==> src/rtl/core/dpqj_pkg.sv <==
// Shared types, widths and codes of the drop pulse qualifier.
// No dependencies; used by every module of the block.
package dpqj_pkg;

    localparam int MAX_LOGGED_DROPS = 100;
    localparam int LOG_W      = 7;
    localparam int TIME_W     = 32;
    localparam int CFG_W      = 16;
    localparam int IV_W       = 20;
    localparam int IVSQ_W     = 2 * IV_W;
    localparam int SUM_W      = 27;
    localparam int SQ_W       = 47;
    localparam int A_W        = SQ_W + LOG_W;
    localparam int B_W        = 2 * SUM_W;
    localparam int ROOT_SHIFT = 24;
    localparam int REM_W      = A_W + ROOT_SHIFT;
    localparam int CV_W       = 16;
    localparam int B2_SHIFT   = 2 * (CV_W - 1);
    localparam int QS_W       = B_W + B2_SHIFT + 4;
    localparam int BIT_W      = $clog2(CV_W);

    localparam int PADDR_W     = 3;
    localparam int PDATA_W     = 32;
    localparam int S_TDATA_W   = 40;
    localparam int S_TUSER_W   = 2;
    localparam int M_TDATA_W   = 64;
    localparam int M_PAYLOAD_W = 1 + TIME_W + LOG_W + CV_W + 1;

    localparam logic [LOG_W-1:0] MAX_LOG           = LOG_W'(MAX_LOGGED_DROPS);
    localparam logic [LOG_W-1:0] MIN_LOG_JITTER    = LOG_W'(3);
    localparam logic [LOG_W-1:0] MIN_LOG_INTERVAL  = LOG_W'(2);
    localparam logic [IV_W-1:0]  IV_MAX            = {IV_W{1'b1}};
    localparam logic [CFG_W-1:0] MIN_WIDTH_RESET   = CFG_W'(4);
    localparam logic [CFG_W-1:0] REFRACT_RESET     = CFG_W'(50);

    localparam logic REG_MIN_WIDTH = 1'b0;
    localparam logic REG_REFRACT   = 1'b1;

    typedef enum logic [1:0] {
        OP_EDGE  = 2'd0,
        OP_CLEAR = 2'd1,
        OP_QUERY = 2'd2,
        OP_NOP   = 2'd3
    } opcode_t;

    typedef enum logic [7:0] {
        ST_IDLE   = 8'b0000_0001,
        ST_EXEC   = 8'b0000_0010,
        ST_SQUARE = 8'b0000_0100,
        ST_ACCUM  = 8'b0000_1000,
        ST_MUL    = 8'b0001_0000,
        ST_DIFF   = 8'b0010_0000,
        ST_ROOT   = 8'b0100_0000,
        ST_DONE   = 8'b1000_0000
    } state_t;

    typedef struct packed {
        logic [CFG_W-1:0] min_width;
        logic [CFG_W-1:0] refract;
    } cfg_t;

    typedef struct packed {
        logic load_in;
        logic exec;
        logic square;
        logic accum;
        logic mul;
        logic diff;
        logic root_step;
        logic load_out;
    } ctrl_cmd_t;

    typedef struct packed {
        logic need_accum;
        logic need_jitter;
        logic root_last;
    } dp_stat_t;

endpackage

==> src/rtl/core/dpqj_regs.sv <==
// APB register file holding the pulse width and refractory settings.
// Depends on dpqj_pkg.
module dpqj_regs (
    input  logic                           aclk,
    input  logic                           aresetn,
    input  logic                           psel,
    input  logic                           penable,
    input  logic                           pwrite,
    input  logic [dpqj_pkg::PADDR_W-1:0]   paddr,
    input  logic [dpqj_pkg::PDATA_W-1:0]   pwdata,
    output logic [dpqj_pkg::PDATA_W-1:0]   prdata,
    output logic                           pready,
    output dpqj_pkg::cfg_t                 cfg
);

    logic [dpqj_pkg::CFG_W-1:0] min_width_reg, min_width_next;
    logic [dpqj_pkg::CFG_W-1:0] refract_reg, refract_next;
    logic                       wr_en;
    logic                       reg_idx;

    assign pready  = 1'b1;
    assign reg_idx = paddr[2];
    assign wr_en   = psel & penable & pwrite & pready;

    always_comb begin
        min_width_next = min_width_reg;
        refract_next   = refract_reg;
        if (wr_en) begin
            if (reg_idx == dpqj_pkg::REG_MIN_WIDTH) begin
                min_width_next = pwdata[dpqj_pkg::CFG_W-1:0];
            end else begin
                refract_next = pwdata[dpqj_pkg::CFG_W-1:0];
            end
        end
    end

    always_ff @(posedge aclk) begin
        if (!aresetn) begin
            min_width_reg <= dpqj_pkg::MIN_WIDTH_RESET;
            refract_reg   <= dpqj_pkg::REFRACT_RESET;
        end else begin
            min_width_reg <= min_width_next;
            refract_reg   <= refract_next;
        end
    end

    assign prdata = (reg_idx == dpqj_pkg::REG_MIN_WIDTH)
                  ? dpqj_pkg::PDATA_W'(min_width_reg)
                  : dpqj_pkg::PDATA_W'(refract_reg);

    assign cfg.min_width = min_width_reg;
    assign cfg.refract   = refract_reg;

endmodule

==> config.mk <==
export PLATFORM = sky130hd
export DESIGN_NAME = dpqj_regs
export DESIGN_NICKNAME = d
export VERILOG_FILES = /design/src/rtl/core/dpqj_pkg.sv /design/src/rtl/core/dpqj_regs.sv
export SDC_FILE = /design/constraint.sdc
export NUM_CORES = 1
export LEC_CHECK = 0
export BUFFER_PORTS_ARGS = -buffer_cell sky130_fd_sc_hd__buf_2
export CAP_MARGIN = 20
export CORE_ASPECT_RATIO = 0.5
export CORE_MARGIN = 3
export CORE_UTILIZATION = 45
export DETAILED_ROUTE_END_ITERATION = 6
export HOLD_SLACK_MARGIN = 0.1
export PLACE_DENSITY = 0.95
export SETUP_SLACK_MARGIN = 0.05
export SYNTH_ARGS = -nofsm -noshare
export SYNTH_HDL_FRONTEND = slang
export SYNTH_SLANG_ARGS = --single-unit
==> constraint.sdc <==
create_clock -name aclk -period 1.75 [get_ports aclk]
set_clock_uncertainty 0.15 [all_clocks]
set_input_delay 0.35 -clock aclk [delete_from_list [all_inputs] [get_ports aclk]]
set_output_delay 0.35 -clock aclk [all_outputs]
set_load 0.005 [all_outputs]
# Yosys cells after proc, flatten, opt, wreduce, memory -nomap -nowiden
# Cells that the tools add are included.
word_totals:
  output_inout_bits: 65
  wordCells: 8
  register_bits: 32
  input_bits: 40
op_classes:
  reduce_logical: 2
  bitwise_logic: 3
  n_mux: 1
ops:
  columns: ["op", "n"]
  rows:
  - ["16-bit 2-to-1 mux", 1]
  - ["2-bit AND reduction", 2]
  - ["1-bit bitwise AND", 2]
  - ["1-bit inverter", 1]

# Longest topological paths before layout
depth:
  depth_word: 3
  mapped_depth: 4
  mapped_depth_nobuf: 2

# Worst setup path after synthesis
# OpenSTA, ideal clock, no wires.
synth_path:
  kind: "input to output"
  from: "in paddr[2] (netlist bit)"
  to: "out prdata[10] (netlist bit)"
  arrival_time_ns: 0.968
  t_required_ns: 1.250
  n_path_buf: 2
  slack_ns: 0.282
  path_stages: 3
  path_cell_list: "buf_6 > buf_4 > mux2_2"
synth_via:
  elab_chain_len: 1
synth_lines:
  columns: ["item", "line", "source"]
  rows:
  - ["from (decl)", "dpqj_regs.sv:9", "input logic [dpqj_pkg::PADDR_W-1:0] paddr,"]
  - ["16-bit 2-to-1 mux", "dpqj_regs.sv:48", "? dpqj_pkg::PDATA_W'(min_width_reg)"]
  - ["to (decl)", "dpqj_regs.sv:11", "output logic [dpqj_pkg::PDATA_W-1:0] prdata,"]
# Every way passes these cells.

# Worst setup path after layout
layout_path:
  from: "in paddr[2] (netlist bit)"
  to: "out prdata[14] (netlist bit)"
# Same word-level chain as after synthesis.

==> flow_summary_export.csv <==
group,metric,value,unit
drt,antenna_left,0,
final_layout,final_nets,274,
place,place_congestion,0.701,
grt,grt_pass1_wl,6330,um
place,io_buffers,69,
power,powerDensity,710,mW/mm^2
clocking,clock_latency,0.27,ns
grt,overflow,0,
power,p_leak,1.05,nW
power,clkPwrFrac,34.7,%
floorplan,die_area,0.00438,mm^2
place,dp_hpwl,2780,um
setup_path,crit_path_max_fanout,20,
drt,totalWireLength,3750,um
setup_path,worstSetupPathType,"in -> out",
clocking,cts_buffers,5,
setup_path,cp_data_required_time,1.25,ns
drt,drc,0,
timing,setup_violations,0,
timing,setup_tns,0,ns
power,peakVddDrop,0.422,mV
power,pwr-share-seq,52.9,%
grt,grt_pass1_vias,1299,
final_layout,finalInstanceArea,0.00201,mm^2
worst_hold_path,holdPathStages,3,
setup_path,end_kind,"output pin",
floorplan,start_util,50.3,%
floorplan,io_pins,105,
place,dpl_cell_area,0.00194,mm^2
final_layout,syn_to_final_growth,24.7,%
power,swShare,24.0,%
final_layout,antenna_cells,0,
clocking,cts.sinks,32,
synth,ys_ff_latch,32,
grt,grt_use_total,17.7,%
setup_path,critPathArrivalTime,1.12,ns
timing,period_minus_slack,1.62,ns
floorplan,core.rowCount,14,
drt,drtIter0Drc,58,
clocking,clk_path_buf_depth,2,
timing,finalCritPeriodShare,92.5,%
synth,avgSynthCellArea,9.77,um^2
power,power,0.00143,W
synth,syn_inst,165,
synth,ys_warn_count,0,
power,combPwrFrac,12.4,%
final_layout,seq_area,641,um^2
clocking,post_cts_buffers,0,
synth,netlist_area,0.00161,mm^2
floorplan,core,0.00321,mm^2
job,maxCapViolCount,0,
final_layout,mostFrequentLayoutCells,"buf_2 (69), nand2_1 (44), mux2i_1 (32), dfxtp_1 (32), conb_1 (17)",
power,p_int,0.00109,W
floorplan,die_w,90.7,um
floorplan,fp.dieH,48.3,um
power,switchingPower,0.000343,W
synth,yosysUniqueCellTypes,14,
clocking,post_cts_resized,0,
synth,synth_seq_area_share,39.7,%
worst_hold_path,hp-class,"in -> reg",
drt,via_per_inst,4.72,
timing,fmax,618,MHz
timing,hold_viol,0,
timing,finalMaxSlewViolations,0,
clocking,clkTransAtPathRegs,0.06,ns
grt,grt_start_max_net_pins,53,
setup_path,startpoint_type,"primary input",
drt,wire_per_inst,13.4,um
clocking,clockRootBuffer,"clkbuf_8",
grt,antenna_found_initial,0,
drt,dr.pass1.iters,6,
final_layout,final_layout_size_suffix_gt1_share,41.8,%
final_layout,multi_input_area,835,um^2
timing,rsz0062_at_grt,"no",
final_layout,fillCellCount,252,
drt,num_vias,1322,
setup_path,r2r_slack,0.93,ns
setup_path,r2r_cells,2,
final_layout,final_common_cell,"buf_2",
clocking,cts_tree,"yes",
clocking,ctsHoldBuffers,0,
status,status,"finished, final reports clean",
clocking,h-tree-depth,2,
-- cell families after synthesis --
logic type,share of synthesized area (%)
other,0.466
muxes,31.0
buffers and inverters,12.0
DFF,39.7
and+or+nand+nor,16.8
-- metrics by stage --
step	worst slack [ns]	cells	utilization (%)	hold WS [ns]
final	0.131	280	62.8	0.185
after global routing	0.110	280	62.8	0.185
after CTS	0.127	280	62.8	0.183
after detailed placement	0.132	275	60.6	0.305
after global placement	0.164	275	60.6	0.302
after floorplan	0.282	180	-	0.311
-- worst max-delay path, stage by stage --
cell,delay [ns]
buf_2,0.11
buf_12,0.16
mux2_2,0.35
buf_2,0.14
-- cells in the mapped netlist --
cell type  number  area share (%)
mux2_2         16              11
nand4_2         1            0.78
clkbuf_1        4            0.93
nand4b_4        1             1.5
buf_6           3             2.1
buf_4          18             8.4
dfxtp_1        32              40
and4b_1         1            0.62
nand2_1        44              10
nor2b_1         8             3.1
and4_1          1            0.54
conb_1          2            0.47
buf_2           2            0.62
mux2i_1        32              20
-- area by class of cell --
class / count / share of cell area (%)
tap: 48 / 2.99
clock buffer: 5 / 3.42
sequential: 32 / 31.8
multi-input combinational: 121 / 41.5
timing repair buffer: 74 / 20.3
-- power by group through the flow --
| stage | clock network, W | registers (W) | logic [W] |
|---|---|---|---|
| 6_report | 0.000496 | 0.000756 | 0.000177 |
| 5_1_grt | 0.000540 | 0.000758 | 0.000195 |
| 4_1_cts | 0.000509 | 0.000756 | 0.000177 |
| 3_5_place_dp | 0 | 0.000772 | 0.000175 |
| 3_3_place_gp | 0 | 0.000771 | 0.000169 |
| 2_1_floorplan | 0 | 0.000772 | 0.000126 |
-- path summary, 6_finish.rpt --
check,endpoint,start
worst max register to register,min_width_reg[15],min_width_reg[15]
worst max-delay path,prdata[14],paddr[2]
worst min-delay path,refract_reg[2],pwdata[2]
worst min register to register,refract_reg[11],refract_reg[11]
-- metal layers --
metal / global-route usage, % / wire length [um]
met4: 5.33 / 21
met5: 0 / 0
met2: 34.1 / 2020
met1: 19.4 / 1520
met3: 4.18 / 190
Note: power is estimated with default switching activity, not from simulation.
