<file path="config.mk">
export PLATFORM = sky130hd
export DESIGN_NAME = dpqj_ctrl
export DESIGN_NICKNAME = d
export VERILOG_FILES = /design/src/rtl/core/dpqj_pkg.sv /design/src/rtl/core/dpqj_ctrl.sv
export SDC_FILE = /design/constraint.sdc
export NUM_CORES = 1
export LEC_CHECK = 0
export BUFFER_PORTS_ARGS = -buffer_cell sky130_fd_sc_hd__clkbuf_2
export CORE_AREA = 2 2 39 41
export DETAILED_ROUTE_END_ITERATION = 7
export DIE_AREA = 0 0 41 43
export PLACE_DENSITY = 0.67
export RECOVER_POWER = 25
export SYNTH_ARGS = -nofsm -noshare
export SYNTH_HDL_FRONTEND = slang
export SYNTH_SLANG_ARGS = --single-unit
</file>
<file path="constraint.sdc">
create_clock -name aclk -period 2.15 [get_ports aclk]
set_input_delay 0.3225 -clock aclk [delete_from_list [all_inputs] [get_ports aclk]]
set_output_delay 0.3225 -clock aclk [all_outputs]
set_load 0.01 [all_outputs]
</file>
<file path="src/rtl/core/dpqj_pkg.sv">
// Shared types, widths and codes of the drop pulse qualifier.
// No dependencies; used by every module of the block.
package dpqj_pkg;

    localparam int MAX_LOGGED_DROPS = 100;
    localparam int LOG_W      = 7;
    localparam int TIME_W     = 32;
    localparam int CFG_W      = 16;
    localparam int IV_W       = 20;
    localparam int IVSQ_W     = 2 * IV_W;
    localparam int SUM_W      = 27;
    localparam int SQ_W       = 47;
    localparam int A_W        = SQ_W + LOG_W;
    localparam int B_W        = 2 * SUM_W;
    localparam int ROOT_SHIFT = 24;
    localparam int REM_W      = A_W + ROOT_SHIFT;
    localparam int CV_W       = 16;
    localparam int B2_SHIFT   = 2 * (CV_W - 1);
    localparam int QS_W       = B_W + B2_SHIFT + 4;
    localparam int BIT_W      = $clog2(CV_W);

    localparam int PADDR_W     = 3;
    localparam int PDATA_W     = 32;
    localparam int S_TDATA_W   = 40;
    localparam int S_TUSER_W   = 2;
    localparam int M_TDATA_W   = 64;
    localparam int M_PAYLOAD_W = 1 + TIME_W + LOG_W + CV_W + 1;

    localparam logic [LOG_W-1:0] MAX_LOG           = LOG_W'(MAX_LOGGED_DROPS);
    localparam logic [LOG_W-1:0] MIN_LOG_JITTER    = LOG_W'(3);
    localparam logic [LOG_W-1:0] MIN_LOG_INTERVAL  = LOG_W'(2);
    localparam logic [IV_W-1:0]  IV_MAX            = {IV_W{1'b1}};
    localparam logic [CFG_W-1:0] MIN_WIDTH_RESET   = CFG_W'(4);
    localparam logic [CFG_W-1:0] REFRACT_RESET     = CFG_W'(50);

    localparam logic REG_MIN_WIDTH = 1'b0;
    localparam logic REG_REFRACT   = 1'b1;

    typedef enum logic [1:0] {
        OP_EDGE  = 2'd0,
        OP_CLEAR = 2'd1,
        OP_QUERY = 2'd2,
        OP_NOP   = 2'd3
    } opcode_t;

    typedef enum logic [7:0] {
        ST_IDLE   = 8'b0000_0001,
        ST_EXEC   = 8'b0000_0010,
        ST_SQUARE = 8'b0000_0100,
        ST_ACCUM  = 8'b0000_1000,
        ST_MUL    = 8'b0001_0000,
        ST_DIFF   = 8'b0010_0000,
        ST_ROOT   = 8'b0100_0000,
        ST_DONE   = 8'b1000_0000
    } state_t;

    typedef struct packed {
        logic [CFG_W-1:0] min_width;
        logic [CFG_W-1:0] refract;
    } cfg_t;

    typedef struct packed {
        logic load_in;
        logic exec;
        logic square;
        logic accum;
        logic mul;
        logic diff;
        logic root_step;
        logic load_out;
    } ctrl_cmd_t;

    typedef struct packed {
        logic need_accum;
        logic need_jitter;
        logic root_last;
    } dp_stat_t;

endpackage

</file>
<file path="src/rtl/core/dpqj_ctrl.sv">
// Sequencing state machine of the drop pulse qualifier.
// Depends on dpqj_pkg; drives the datapath through ctrl_cmd_t.
module dpqj_ctrl (
    input  logic                aclk,
    input  logic                aresetn,
    input  logic                s_tvalid,
    output logic                s_tready,
    output logic                m_tvalid,
    input  logic                m_tready,
    input  dpqj_pkg::dp_stat_t  stat,
    output dpqj_pkg::ctrl_cmd_t cmd
);

    dpqj_pkg::state_t state_reg, state_next;
    logic             m_tvalid_reg, m_tvalid_next;

    always_comb begin
        state_next = state_reg;
        cmd        = '0;
        unique case (state_reg)
            dpqj_pkg::ST_IDLE: begin
                if (s_tvalid) begin
                    cmd.load_in = 1'b1;
                    state_next  = dpqj_pkg::ST_EXEC;
                end
            end
            dpqj_pkg::ST_EXEC: begin
                cmd.exec = 1'b1;
                priority if (stat.need_accum) begin
                    state_next = dpqj_pkg::ST_SQUARE;
                end else if (stat.need_jitter) begin
                    state_next = dpqj_pkg::ST_MUL;
                end else begin
                    state_next = dpqj_pkg::ST_DONE;
                end
            end
            dpqj_pkg::ST_SQUARE: begin
                cmd.square = 1'b1;
                state_next = dpqj_pkg::ST_ACCUM;
            end
            dpqj_pkg::ST_ACCUM: begin
                cmd.accum  = 1'b1;
                state_next = dpqj_pkg::ST_DONE;
            end
            dpqj_pkg::ST_MUL: begin
                cmd.mul    = 1'b1;
                state_next = dpqj_pkg::ST_DIFF;
            end
            dpqj_pkg::ST_DIFF: begin
                cmd.diff   = 1'b1;
                state_next = dpqj_pkg::ST_ROOT;
            end
            dpqj_pkg::ST_ROOT: begin
                cmd.root_step = 1'b1;
                if (stat.root_last) begin
                    state_next = dpqj_pkg::ST_DONE;
                end
            end
            dpqj_pkg::ST_DONE: begin
                if (!m_tvalid_reg || m_tready) begin
                    cmd.load_out = 1'b1;
                    state_next   = dpqj_pkg::ST_IDLE;
                end
            end
            default: begin
                state_next = dpqj_pkg::ST_IDLE;
            end
        endcase
    end

    always_comb begin
        m_tvalid_next = m_tvalid_reg;
        priority if (cmd.load_out) begin
            m_tvalid_next = 1'b1;
        end else if (m_tready) begin
            m_tvalid_next = 1'b0;
        end
    end

    always_ff @(posedge aclk) begin
        if (!aresetn) begin
            state_reg    <= dpqj_pkg::ST_IDLE;
            m_tvalid_reg <= 1'b0;
        end else begin
            state_reg    <= state_next;
            m_tvalid_reg <= m_tvalid_next;
        end
    end

    assign s_tready = (state_reg == dpqj_pkg::ST_IDLE);
    assign m_tvalid = m_tvalid_reg;

endmodule

</file>
-- After elaboration in Yosys (flattened, before gate mapping)
Index checks and enable logic that the tools add are counted.
- register bits: 9
- input bits: 7
- output and inout port bits: 10
- logic and storage cells: 35
- equal/unequal tests: 11
- muxes and demuxes: 18
- reductions and logical operators: 4
- operator list (operator ; number):
    8-bit one-hot mux with 8 select lines ; 1
    8-bit two-way mux ; 5
    1-bit two-way mux ; 12
    8-bit by 1-bit == test with 1-bit output, second input constant ; 1
    8-bit by 2-bit == test with 1-bit output, second input constant ; 1
    8-bit by 3-bit == test with 1-bit output, second input constant ; 1
    8-bit by 4-bit == test with 1-bit output, second input constant ; 1
    8-bit by 5-bit == test with 1-bit output, second input constant ; 1
    8-bit by 6-bit == test with 1-bit output, second input constant ; 1
    8-bit by 7-bit == test with 1-bit output, second input constant ; 1
    8-bit == test, second input constant ; 1
    2-bit inequality test, second input constant ; 3
    3-bit AND reduction ; 1
    2-bit nonzero test ; 1
    1-bit logical NOT ; 1
    1-bit logical OR ; 1

-- Logic depth before layout (Yosys ltp)
Gate-level depths: netlist of the first run.
- depth in word-level cells: 5
- gate-level depth with buffers: 5

-- Worst setup path before layout of the first run
Ideal clock, no wire load.
- path type: register -> output
- start: register state_reg[2]
- end: output port cmd[0] in the netlist's numbering
- data arrival time: 1.374 ns
- required time: 1.827 ns
- path slack: 0.454 ns
- stages on the path, launching flop included: 6
- path buffers: 1
- path through: dfxtp_1 -> nor4_2 -> nand2_1 -> nor3b_2 -> nor2b_1 -> buf_4
- RTL lines (what ; RTL line ; text):
    from (decl) ; dpqj_ctrl.sv:14 ; dpqj_pkg::state_t state_reg, state_next;
    from (signal assigned) ; dpqj_ctrl.sv:82 ; state_reg <= dpqj_pkg::ST_IDLE;
    from (signal assigned) ; dpqj_ctrl.sv:85 ; state_reg <= state_next;
    to (decl) ; dpqj_ctrl.sv:11 ; output dpqj_pkg::ctrl_cmd_t cmd

==> results.txt, run 1 <==
The total of fill cells in the finished design came out at between 100 and 150. The final layout contains routed wiring with a total length of approximately 1100 um. In this run switching power makes up a little under a third of total power.

The clock latency on the worst-skew pair came out at roughly 0.25 ns. The first routing iteration left 25 violations. The count of warnings emitted by yosys is 0. The top-level port count came out at 17.

For this run, the total global-route usage over all layers was measured as 15.1%. By area the synthesized netlist is led by sky130_fd_sc_hd__dfxtp_1 (34%), sky130_fd_sc_hd__nand4b_1 (8.2%), sky130_fd_sc_hd__nor4b_4 (4.4%). The measured slew at the worst slew-check pin came out at roughly 0.36 ns.

The number of placed instances, taps included is 89. STA classifies the critical path startpoint as a register. Global routing finished with a remaining overflow of 0.

The beginning of the worst hold path is s_tvalid. In the final layout, the share of cells above drive strength 1 is around a third. For the worst setup path, the data required time is roughly 1.8 ns.

The number of nets in the finished design came out at 86. The leakage dissipation came out at approximately 0.33 nW. The H-tree level count is 1. The run finished with clean final reports. For this design, the sink count on the clock tree is 9. The post-layout instance count excluding filler cells came out at 94. The clock tree from TritonCTS is built. After legalization and detailed placement, the total HPWL measured 885 um. Along the worst hold path, the cell count comes to 2. The post-synthesis area per instance is roughly 9 um^2.

The number of cells on the worst reg-to-reg path came out at 5. Among all stages on the critical path, the largest delay is contributed by sky130_fd_sc_hd__nor4_4. The number of flip-flops in the largest register is 8. The worst pin sits at a relative slew slack of roughly three quarters. The period utilization came out at roughly 96%. The via count of the first global-routing pass came to ~430. The number of endpoints with negative hold slack in the final report came out at 0. After floorplanning, the core was divided into 14 placement rows. The area of the placeable core is between 1000 and 1500 um^2. The leading cell type in the layout, fill and taps excluded is sky130_fd_sc_hd__clkbuf_2. Buffers placed on the I/O ports in this run total 16.

The delay of the slowest cell on the worst path is ~0.4 ns. The root buffer cell chosen for the clock tree is sky130_fd_sc_hd__clkbuf_4. The internal power of the cells totals between 0.3 and 0.4 mW.

The total negative setup slack came out at 0 ns. The number of diodes added for antenna fixing came out at 0. The worst register-to-register path begins at state_reg[7]$_SDFFE_PN0P_. The sequential fraction of the synthesis area is approximately 34%.

The mapped netlist covers 537 um^2. The number of buffers added by the clock tree synthesis step came out at 3. The post-cts hold buffer count came out at 0. The global-route wire length before repair is about 1800 um. The final number of max-transition violations came out at 0.

The via count normalized by instance count is approximately 5.3. The cell accounting for the most synthesized area is sky130_fd_sc_hd__dfxtp_1. The net switching power figure is between 0.1 and 0.15 mW.

Leaving out fill and tap cells, the most frequent cells in the layout are sky130_fd_sc_hd__clkbuf_2 (15), sky130_fd_sc_hd__dfxtp_1 (9), sky130_fd_sc_hd__inv_1 (6). The number of storage elements in the synthesis netlist came out at 9. The type of the tightest min-delay check is in2reg. Entering global routing, the biggest net connects 7 pins. Subtracting the final worst setup slack from the clock period gives 2.05 ns. The area growth from synthesis to layout is 26.1%. The clock tree buffer depth is 2.

The last weighted congestion value of the routability-driven placer came out at about 0.75. The power share of the clock group is a little over a quarter. Setup repair after global routing left no endpoint under its margin. The die width came out at about 40 um. The endpoint of the worst register-to-register path is state_reg[4]$_SDFFE_PN0P_. The average wire per standard cell is roughly 12 um. The total setup violations reported at the end of the flow came out at 0.

The part of the total power dissipated in sequential elements came out at 42.4%. The first-pass detailed-route iteration total came out at 4. The effective utilization at floorplan came out at between 30% and 40%. The number of antenna violations at the first check in global routing came out at 0. The worst IR drop on VDD came out at roughly 0.30 mV. The final setup skew came out at 0.000866 ns. The area of the multi-input gates came out at 342 um^2. The fmax came out at approximately 490 MHz. In the synthesized netlist, the number of instances is a little under 60.

Combinational cells account for 30.2% of the total power. The vertical die dimension is approximately 43 um. The areal power density over the cells is 678 nW/um^2. Clock-pin slew was measured on the worst setup and hold paths at 0.06 ns. The number of nets with antenna violations after detailed routing is 0.

The floorplan die area is ~1800 um^2. The endpoint class of the critical path is an output pin. The tool flagged a number of max-cap violations equal to 0.

The via count of the routed design is 495. For hold timing, the worst endpoint is state_reg[1]$_SDFFE_PN0P_. The type of the worst setup path is reg2out. The internal reg-to-reg setup slack is between 0.4 and 0.5 ns.

The number of nets produced by synthesis is 65. Along the worst path, the maximum fanout reaches 6. The final routed DRC violation total is 0. The portion of synthesized cell area occupied by the leading cell type is approximately 34%. The area of all sequential standard cells came out at roughly 180 um^2. STA puts the critical path data arrival time at around 1.7 ns. The signal on the critical path passes through nor4_4, nor4b_4, and2_1, clkbuf_2. In this run, distinct cell masters in the synthesized netlist total 30.
critical path: cells and delay by family, from the launching register on:
family / cells / cell delay [ns]
AND/OR/NAND/NOR: 3 / 0.97
flip-flops: 1 / 0.37
buffers and inverters: 1 / 0.13
area by class of cell:
class	count	share of cell area (%)
clock buffers	4	3.88
multi-input cells	42	50.5
inverters	6	3.33
repair buffers	17	12.8
well taps	16	2.96
flip-flops and latches	9	26.6
power groups by stage:
stage,Clock [mW],Combinational (mW),Sequential (mW)
5_1_grt,0.142,0.151,0.196
3_5_place_dp,0,0.130,0.195
6_report,0.126,0.139,0.194
2_1_floorplan,0,0.0964,0.192
4_1_cts,0.133,0.133,0.193
3_3_place_gp,0,0.128,0.195
per-layer routing:
layer	global-route usage, %	up-vias	wire, um
met5	0	-	0
met4	12.0	0	8
met3	1.57	2	53
met2	20.9	16	507
met1	20.1	222	544
li1	-	255	-
logic make-up (layout without fill, tap and decap cells):
family                 count (synthesis)  in the layout  synth area share [%]
buffers and inverters                  7             27                  5.59
flip-flops                             9              9                  33.6
AO/OA/AOI/OAI                          9              9                  13.8
AND/OR/NAND/NOR                       33             33                  47.1
worst max path at each step:
stage	from	end	slack, ns
after floorplan	state_reg[2]$_SDFFE_PN0P_	cmd[0]	0.45
after global placement	state_reg[2]$_SDFFE_PN0P_	cmd[0]	0.36
after detailed placement	state_reg[2]$_SDFFE_PN0P_	cmd[0]	0.28
after CTS	state_reg[2]$_SDFFE_PN0P_	cmd[0]	0.06
after global routing	state_reg[7]$_SDFFE_PN0P_	cmd[7]	0.002
final	state_reg[7]$_SDFFE_PN0P_	cmd[7]	0.1
repair_timing:
item	4_1_cts	5_1_grt
pin swaps	0	1
endpoints found under the setup margin	1	1
resized for setup	1	1
endpoints found under the hold margin	0	0
buffers inserted	0	1
synthesized netlist by cell type, drive strengths merged:
cell     number
a21bo         1
nand4         1
inv           6
and4b         1
nand4b        5
a2bb2oi       1
a21oi         1
buf           1
and2          1
a21boi        1
o211a         1
nor4b         2
o21ai         2
nor2b         2
nand2         2
dfxtp         9
nor4          2
nand2b        2
nor3          4
and3          2
nor2          6
a221oi        1
o21a          1
nor3b         2
nor4bb        1
metrics by stage:
stage / power (mW) / cell area, um^2 / hold slack, ns / utilization [%] / worst slack [ns]
after floorplan: 0.288 / 537 / 0.413 / - / 0.454
after global placement: 0.324 / 629 / 0.572 / 45.5 / 0.359
after detailed placement: 0.325 / 629 / 0.580 / 45.5 / 0.281
after CTS: 0.459 / 664 / 0.308 / 48.0 / 0.0610
after global routing: 0.488 / 677 / 0.312 / 48.9 / 0.00247
final: 0.459 / 677 / 0.318 / 48.9 / 0.0962
Note: power is estimated with default switching activity, not from simulation.
==> run 2, diff against run 1 <==
--- a/config.mk
+++ b/config.mk
@@ -5,11 +5,12 @@
 export SDC_FILE = /design/constraint.sdc
 export NUM_CORES = 1
 export LEC_CHECK = 0
+export ABC_AREA = 1
 export BUFFER_PORTS_ARGS = -buffer_cell sky130_fd_sc_hd__clkbuf_2
 export CORE_AREA = 2 2 39 41
 export DETAILED_ROUTE_END_ITERATION = 7
 export DIE_AREA = 0 0 41 43
-export PLACE_DENSITY = 0.67
+export PLACE_DENSITY = 0.69
 export RECOVER_POWER = 25
 export SYNTH_ARGS = -nofsm -noshare
 export SYNTH_HDL_FRONTEND = slang
==> results.txt, run 2 <==
The fraction of synthesized area in multiplexers came to 0% (unchanged). The number of diodes added for antenna fixing came to 0 (unchanged). The average wire per standard cell came out at 9.84 um (was 11.8 um). The cell type of the slowest stage on the worst timing path is sky130_fd_sc_hd__dfxtp_1 (was sky130_fd_sc_hd__nor4_4). The fraction of final layout cells with drive strength greater than 1 came out at 34.3% (was 33.3%). The startpoint kind of the worst setup timing path was a register (unchanged). Run status: completed (unchanged). The post-layout instance count excluding filler cells is 118 (was 94). The number of buffers inserted by post-CTS setup repair is 0 (unchanged). The beginning of the worst hold path was stat[2] (was s_tvalid). The via count of the first global-routing pass is 487 (was 428). The maximum fanout along the worst path is 5 (was 6). The leading register cell type out of synthesis is sky130_fd_sc_hd__dfxtp_1 (unchanged).

The clock tree buffer depth is 2 (unchanged). Top cell types by occurrence after synthesis: sky130_fd_sc_hd__inv_1 (14), sky130_fd_sc_hd__nor2_1 (14), sky130_fd_sc_hd__nand2_1 (13) (was sky130_fd_sc_hd__dfxtp_1 (9), sky130_fd_sc_hd__inv_1 (6), sky130_fd_sc_hd__nand4b_1 (5), sky130_fd_sc_hd__nor2_1 (5), sky130_fd_sc_hd__nor3_1 (4)). The post-cts hold buffer count came out at 0 (unchanged).

The worst min-delay path endpoint is state_reg[4]$_SDFFE_PN0P_ (was state_reg[1]$_SDFFE_PN0P_). The required time of the critical path is 1.83 ns (about the same). The aggregate global-route resource usage came to 15.9% (was 15.1%). The complex-gate fraction of the synthesized area was 2.42% (was 13.8%).

The power share of the clock group came out at 35.4% (was 27.4%). The post-route worst hold slack is 0.241 ns (was 0.318 ns). The portion of synthesized cell area occupied by the leading cell type came out at 31.6% (was 33.6%). The final routed DRC violation total came out at 0 (unchanged).

The layout overhead on the synthesized area came out at 17.8% (was 26.1%). The number of buffers added by the clock tree synthesis step came out at 3 (unchanged). The count of warnings emitted by yosys came to 0 (unchanged).

The post-synthesis area per instance came to 6.86 um^2 (was 9.25 um^2). The delay of the slowest cell on the worst path is 0.33 ns (was 0.40 ns). The total global routing overflow was 0 (unchanged).

The fmax came out at 582 MHz (was 487 MHz). The type of the worst setup path is reg2out (unchanged). The type of the tightest min-delay check was in2reg (unchanged). The pin count of the biggest net entering global routing was 10 (was 7). The clock sink total is 9 (unchanged).

The measured slew at the worst slew-check pin came out at 0.352 ns (was 0.358 ns). The hold path depth came out at 2 (unchanged). The start point of the critical path is state_reg[0]$_SDFFE_PN1P_ (was state_reg[7]$_SDFFE_PN0P_). The cell accounting for the most synthesized area was sky130_fd_sc_hd__dfxtp_1 (unchanged). The post-placement cell area is 662 um^2 (was 629 um^2). The endpoint of the worst register-to-register path is state_reg[7]$_SDFFE_PN0P_ (was state_reg[4]$_SDFFE_PN0P_). The area share of fa/ha/maj cells after synthesis came out at 0% (unchanged). The quantity of I/O buffers inserted on ports came out at 16 (unchanged). The max capacitance violation total is 0 (unchanged).

The number of nets with antenna violations after detailed routing came out at 0 (unchanged). The number of distinct standard cells referenced by the synthesized netlist is 19 (was 30). Cell-by-cell listing of the critical path: nor2_2, nand2_4, nor4_1, clkbuf_2 (was nor4_4, nor4b_4, and2_1, clkbuf_2). The combinational share of power is 18.6% (was 30.2%). The total negative setup slack is 0 ns (unchanged).

The cell row count came out at 14 (unchanged). The area of the multi-input gates came out at 298 um^2 (was 342 um^2). The arrival time at the worst endpoint is 1.40 ns (was 1.73 ns). The clock tree from TritonCTS is built (unchanged). The endpoint class of the critical path was an output pin (unchanged). The placed wire-length estimate came to 954 um (was 885 um).

The global-route wire length before repair came out at 1860 um (was 1760 um). The area of all sequential standard cells is 180 um^2 (unchanged). The via count normalized by instance count is 4.69 (was 5.27). The via count of the routed design came out at 553 (was 495). The clock root buffer is sky130_fd_sc_hd__clkbuf_4 (unchanged). The number of placed instances, taps included is 114 (was 89). The H-tree level count came to 1 (unchanged). The final standard cell utilization of the core is 48.5% (was 48.9%). The number of synthesized flops with an enable pin came out at 0 (unchanged).

The leakage dissipation came out at 0.340 nW (was 0.329 nW). The synthesized instance count is 83 (was 58). Top area cells in the synthesized netlist: sky130_fd_sc_hd__dfxtp_1 (32%), sky130_fd_sc_hd__inv_1 (9.2%), sky130_fd_sc_hd__nor2_1 (9.2%) (was sky130_fd_sc_hd__dfxtp_1 (34%), sky130_fd_sc_hd__nand4b_1 (8.2%), sky130_fd_sc_hd__nor4b_4 (4.4%)). The final number of max-transition violations is 0 (unchanged). The effective utilization at floorplan was 41.1% (was 38.8%).

RSZ-0062 raised after global routing: no (unchanged). The async set-reset flop share out of synthesis is 0% (unchanged). The total setup violations reported at the end of the flow is 0 (unchanged).

The CTS clock-pin slew for the worst setup and hold paths is 0.06 ns (about the same). The die width came to 41 um (unchanged). The number of antenna violations at the first check in global routing came out at 0 (unchanged).

The post-layout total power came out at 0.381 mW (was 0.459 mW). The XOR/XNOR share of the synthesized area is 0% (unchanged). The net switching power figure was 0.113 mW (was 0.139 mW).

The leading cell type in the layout, fill and taps excluded was sky130_fd_sc_hd__nor2_1 (was sky130_fd_sc_hd__clkbuf_2). The internal reg-to-reg setup slack came to 0.80 ns (was 0.42 ns). The first-pass detailed-route iteration total came out at 4 (unchanged). The total of fill cells in the finished design is 139 (was 137). The internal power contribution is 0.268 mW (was 0.319 mW). The post-synthesis cell area came to 569 um^2 (was 537 um^2). The number of storage elements in the synthesis netlist came out at 9 (unchanged). The final critical-path required period is 1.72 ns (was 2.05 ns). The tightest slew margin relative to the limit came out at 76.3% (was 76.0%). The period utilization was 80.0% (was 95.5%). The part of the total power dissipated in sequential elements is 46.0% (was 42.4%). The number of cells on the worst reg-to-reg path is 7 (was 5). The number of endpoints with negative hold slack in the final report is 0 (unchanged). The clock latency on the worst-skew pair came out at 0.27 ns (was 0.25 ns).

The top-level port count is 17 (unchanged). The worst IR drop on VDD is 0.263 mV (was 0.302 mV). The areal power density over the cells came to 568 nW/um^2 (was 678 nW/um^2). The pre-CTS setup slack came out at 0.778 ns (was 0.281 ns). The number of resized instances in the post-cts repair step came out at 0 (was 1). The violation count after the first detailed-route iteration came out at 20 (was 25). The vertical die dimension came to 43 um (unchanged).

The simple-gate share of the synthesized area came to 52.7% (was 47.1%). The sequential fraction of the synthesis area came out at 31.6% (was 33.6%). The startpoint of the worst-slack reg-to-reg timing path is state_reg[4]$_SDFFE_PN0P_ (was state_reg[7]$_SDFFE_PN0P_). The largest family of logic cells by synthesized area is simple AND/OR/NAND/NOR gates (unchanged). The final setup slack of the worst path was 0.430 ns (was 0.0962 ns).

The total detailed-routing wirelength is 1160 um (was 1110 um). The final cell area excluding filler cells is 671 um^2 (was 677 um^2). The final setup skew is 0.00332 ns (was 0.000866 ns). The number of flip-flops in the largest register came out at 8 (unchanged).

Most used cells in the layout excluding fill and tap cells: sky130_fd_sc_hd__nor2_1 (16), sky130_fd_sc_hd__clkbuf_2 (15), sky130_fd_sc_hd__inv_1 (14) (was sky130_fd_sc_hd__clkbuf_2 (15), sky130_fd_sc_hd__dfxtp_1 (9), sky130_fd_sc_hd__inv_1 (6)). The number of nets produced by synthesis came out at 90 (was 65). The area of the placeable core was 1380 um^2 (unchanged). The net switching fraction of the power came out at 29.7% (was 30.4%). The floorplan die area is 1760 um^2 (unchanged). The last weighted congestion value of the routability-driven placer came out at 0.785 (was 0.750). The number of nets in the finished design is 110 (was 86).
run 2: changes by cell type after synthesis, sizes merged, moves of 5 or more:
cell / change
nand2: +13
nor2: +17
inv: +11
nand3: +7
nand4b: -5
run 2: layout make-up:
type                            instances  share of cell area [%]
Sequential cell                         9                    26.9
Timing Repair Buffer                   16                    11.8
Clock buffer                            4                    3.92
Multi-Input combinational cell         55                    44.4
Tap cell                               16                    2.99
Inverter                               18                    10.1
run 2: metal layers:
metal / routed length (um) / track usage, % / up-vias
met4: 46 / 12.0 / 0
met5: 0 / 0 / -
met1: 529 / 19.1 / 244
met3: 57 / 3.14 / 5
li1: - / - / 289
met2: 527 / 23.4 / 15
run 2: worst max-delay path, delay by kind of cell, from the launching register on:
| kind | cells | cell delay (ns) |
|---|---|---|
| flops | 1 | 0.33 |
| simple gates | 3 | 0.59 |
| buf+inv | 1 | 0.20 |
run 2: how the worst max path moves through the flow:
stage                   to
finish              cmd[0]
global route        cmd[0]
CTS                 cmd[3]
detailed placement  cmd[3]
global placement    cmd[3]
floorplan           cmd[0]
run 2: power by group through the flow:
stage	logic (mW)	clock network (mW)	registers [mW]
after global placement	0.0703	0	0.178
after CTS	0.0722	0.135	0.175
after global routing	0.0796	0.145	0.175
after floorplan	0.0518	0	0.178
after detailed placement	0.0712	0	0.179
final	0.0708	0.135	0.175
run 2: cells by family (layout without fill, tap and decap cells):
family	Yosys count	in the layout
simple gates	53	53
buf+inv	19	38
compound gates	2	2
flops	9	9
==> run 3, diff against run 2 <==
--- a/config.mk
+++ b/config.mk
@@ -5,12 +5,12 @@
 export SDC_FILE = /design/constraint.sdc
 export NUM_CORES = 1
 export LEC_CHECK = 0
-export ABC_AREA = 1
+export ABC_AREA = 0
 export BUFFER_PORTS_ARGS = -buffer_cell sky130_fd_sc_hd__clkbuf_2
 export CORE_AREA = 2 2 39 41
 export DETAILED_ROUTE_END_ITERATION = 7
 export DIE_AREA = 0 0 41 43
-export PLACE_DENSITY = 0.69
+export PLACE_DENSITY = 0.67
 export RECOVER_POWER = 25
 export SYNTH_ARGS = -nofsm -noshare
 export SYNTH_HDL_FRONTEND = slang
==> constraint.sdc (replaced) <==
create_clock -name aclk -period 1.8 [get_ports aclk]
set_input_delay 0.27 -clock aclk [delete_from_list [all_inputs] [get_ports aclk]]
set_output_delay 0.27 -clock aclk [all_outputs]
set_load 0.01 [all_outputs]
==> results.txt, run 3 (synthesis gave the netlist of run 1 again) <==
The via count of the routed design was 521 (was 553). The area of the placeable core came to 1380 um^2 (unchanged). The maximum fanout along the worst path is 6 (was 5). The via count of the first global-routing pass was 445 (was 487). The CTS clock-pin slew for the worst setup and hold paths was 0.06 ns (about the same). The top-level port count is 17 (unchanged).

The arrival time at the worst endpoint is 1.48 ns (was 1.40 ns). The kind of cell adding the most delay to the critical path is simple AND/OR/NAND/NOR gates (unchanged). The internal reg-to-reg setup slack came out at 0.23 ns (was 0.80 ns). The post-cts hold buffer count is 0 (unchanged). The first-pass detailed-route iteration total came out at 4 (unchanged). The final standard cell utilization of the core is 52.8% (was 48.5%). The type of the worst setup path was reg2out (unchanged). The total detailed-routing wirelength is 1160 um (about the same). The number of diodes added for antenna fixing came out at 0 (unchanged). The max capacitance violation total came out at 0 (unchanged). The net switching power figure came out at 0.164 mW (was 0.113 mW). The total negative setup slack is 0 ns (unchanged). The aggregate global-route resource usage was 14.3% (was 15.9%). The areal power density over the cells was 773 nW/um^2 (was 568 nW/um^2). The leading cell type in the layout, fill and taps excluded is sky130_fd_sc_hd__clkbuf_2 (was sky130_fd_sc_hd__nor2_1). The H-tree level count came out at 1 (unchanged). The worst IR drop on VDD is 0.362 mV (was 0.263 mV).

The average wire per standard cell came to 11.5 um (was 9.84 um). The clock tree buffer depth is 2 (unchanged). The required time of the critical path is 1.53 ns (was 1.83 ns).

The delay of the slowest cell on the worst path came out at 0.35 ns (was 0.33 ns). The pre-CTS setup slack came out at 0.173 ns (was 0.778 ns). The net switching fraction of the power is 29.0% (was 29.7%).

The leakage dissipation came out at 0.366 nW (was 0.340 nW). The type of the tightest min-delay check is in2reg (unchanged). The final setup skew was 0.00209 ns (was 0.00332 ns).

The cell type of the slowest stage on the worst timing path was sky130_fd_sc_hd__dfxtp_2 (was sky130_fd_sc_hd__dfxtp_1). The placed wire-length estimate came to 906 um (was 954 um). The post-route worst hold slack came to 0.270 ns (was 0.241 ns).

The tightest slew margin relative to the limit is 78.4% (was 76.3%). The die width is 41 um (unchanged). The total global routing overflow came out at 0 (unchanged). The clock latency on the worst-skew pair came to 0.25 ns (was 0.27 ns). The number of antenna violations at the first check in global routing came to 0 (unchanged).

The endpoint class of the critical path is an output pin (unchanged). The post-placement cell area was 652 um^2 (was 662 um^2). The cell row count is 14 (unchanged). The layout overhead on the synthesized area is 36.1% (was 17.8%). Run status: completed (unchanged). The power share of the clock group is 26.3% (was 35.4%).

The via count normalized by instance count is 5.16 (was 4.69). The post-layout instance count excluding filler cells came out at 101 (was 118). The last weighted congestion value of the routability-driven placer is 0.805 (was 0.785).

The part of the total power dissipated in sequential elements is 40.6% (was 46.0%). After layout, the worst path uses 97.0% of the clock period. RSZ-0062 raised after global routing: yes (was no). The final routed DRC violation total came to 0 (unchanged). The combined buffer and inverter count along the critical path was 3 (was 1).

The clock tree from TritonCTS is built (unchanged). The fmax is roughly 570 MHz. The quantity of I/O buffers inserted on ports was 16 (unchanged). The internal power contribution was 0.401 mW (was 0.268 mW). The effective utilization at floorplan is 38.8% (was 41.1%). The number of endpoints with negative hold slack in the final report came out at 0 (unchanged). The clock root buffer is sky130_fd_sc_hd__clkbuf_4 (unchanged). The violation count after the first detailed-route iteration was 8 (was 20).

The final cell area excluding filler cells came out at 731 um^2 (was 671 um^2). The final setup slack of the worst path is 0.0535 ns (was 0.430 ns). The pin count of the biggest net entering global routing was 7 (was 10). Most used cells in the layout excluding fill and tap cells: sky130_fd_sc_hd__clkbuf_2 (14), sky130_fd_sc_hd__buf_4 (8), sky130_fd_sc_hd__inv_1 (6) (was sky130_fd_sc_hd__nor2_1 (16), sky130_fd_sc_hd__clkbuf_2 (15), sky130_fd_sc_hd__inv_1 (14)). The fraction of final layout cells with drive strength greater than 1 came out at 43.5% (was 34.3%). For the finished layout, the period the worst path requires is between 1.5 and 2 ns. Cell-by-cell listing of the critical path: nor4_4, buf_4, nand4b_1, inv_1, clkbuf_2 (was nor2_2, nand2_4, nor4_1, clkbuf_2). The final number of max-transition violations was 0 (unchanged).

The combinational share of power is 33.1% (was 18.6%). The vertical die dimension was 43 um (unchanged). The number of nets with antenna violations after detailed routing is 0 (unchanged).

The total setup violations reported at the end of the flow came out at 0 (unchanged). The number of nets in the finished design is 93 (was 110). The number of flip-flops in the largest register is 8 (unchanged). The global-route wire length before repair came out at 1700 um (was 1860 um).

The startpoint kind of the worst setup timing path is a register (unchanged). The floorplan die area is 1760 um^2 (unchanged). The post-layout total power is 0.565 mW (was 0.381 mW). The clock sink total came out at 9 (unchanged). The number of placed instances, taps included is 92 (was 114). The measured slew at the worst slew-check pin came out at 0.323 ns (was 0.352 ns). The number of buffers added by the clock tree synthesis step came out at 3 (unchanged).
==> run 3: cell count changes in the layout (fill, tap and decap cells not counted), moves of 4 or more <==
cell	before	now
sky130_fd_sc_hd__nand2_1	13	2
sky130_fd_sc_hd__nor2_1	16	5
sky130_fd_sc_hd__buf_4	0	8
sky130_fd_sc_hd__inv_1	14	6
sky130_fd_sc_hd__nand3_1	6	0
sky130_fd_sc_hd__nand4b_1	0	5
sky130_fd_sc_hd__dfxtp_1	9	5
sky130_fd_sc_hd__nor2_2	5	1
==> run 3: routing by layer <==
metal	wire [um]	global-route usage, %	up-vias	part of all wire, %
li1	-	-	267	-
met1	539	17.3	240	47
met2	575	22.2	12	50
met3	34	1.57	2	2.9
met4	7	10.0	0	0.61
met5	0	0	-	0
==> run 3: final cells by class <==
| class | count | area, um^2 |
|---|---|---|
| fill | 135 | 653 |
| timing repair buffer | 24 | 139 |
| multi-input combinational | 42 | 335 |
| clock buffer | 4 | 26.3 |
| inverter | 6 | 22.5 |
| sequential | 9 | 188 |
| tap | 16 | 20.0 |
==> run 3: final timing paths <==
path,start,cells after the start,endpoint
max,state_reg[7]$_SDFFE_PN0P_,5,cmd[6]
min,aresetn,2,state_reg[0]$_SDFFE_PN1P_
max reg2reg,state_reg[7]$_SDFFE_PN0P_,6,state_reg[4]$_SDFFE_PN0P_
min reg2reg,state_reg[4]$_SDFFE_PN0P_,2,state_reg[5]$_SDFFE_PN0P_
==> run 3: power groups by stage <==
stage,Combinational [mW],Clock [mW],Sequential [mW]
after detailed placement,0.164,0,0.232
after global placement,0.162,0,0.232
after global routing,0.201,0.168,0.231
final,0.187,0.149,0.229
after CTS,0.187,0.156,0.230
after floorplan,0.115,0,0.229
==> run 3: timing repair <==
item	4_1_cts	5_1_grt
resized for setup	2	5
pin swaps	2	1
buffers inserted	2	3
endpoints found under the hold margin	0	0
endpoints found under the setup margin	4	4
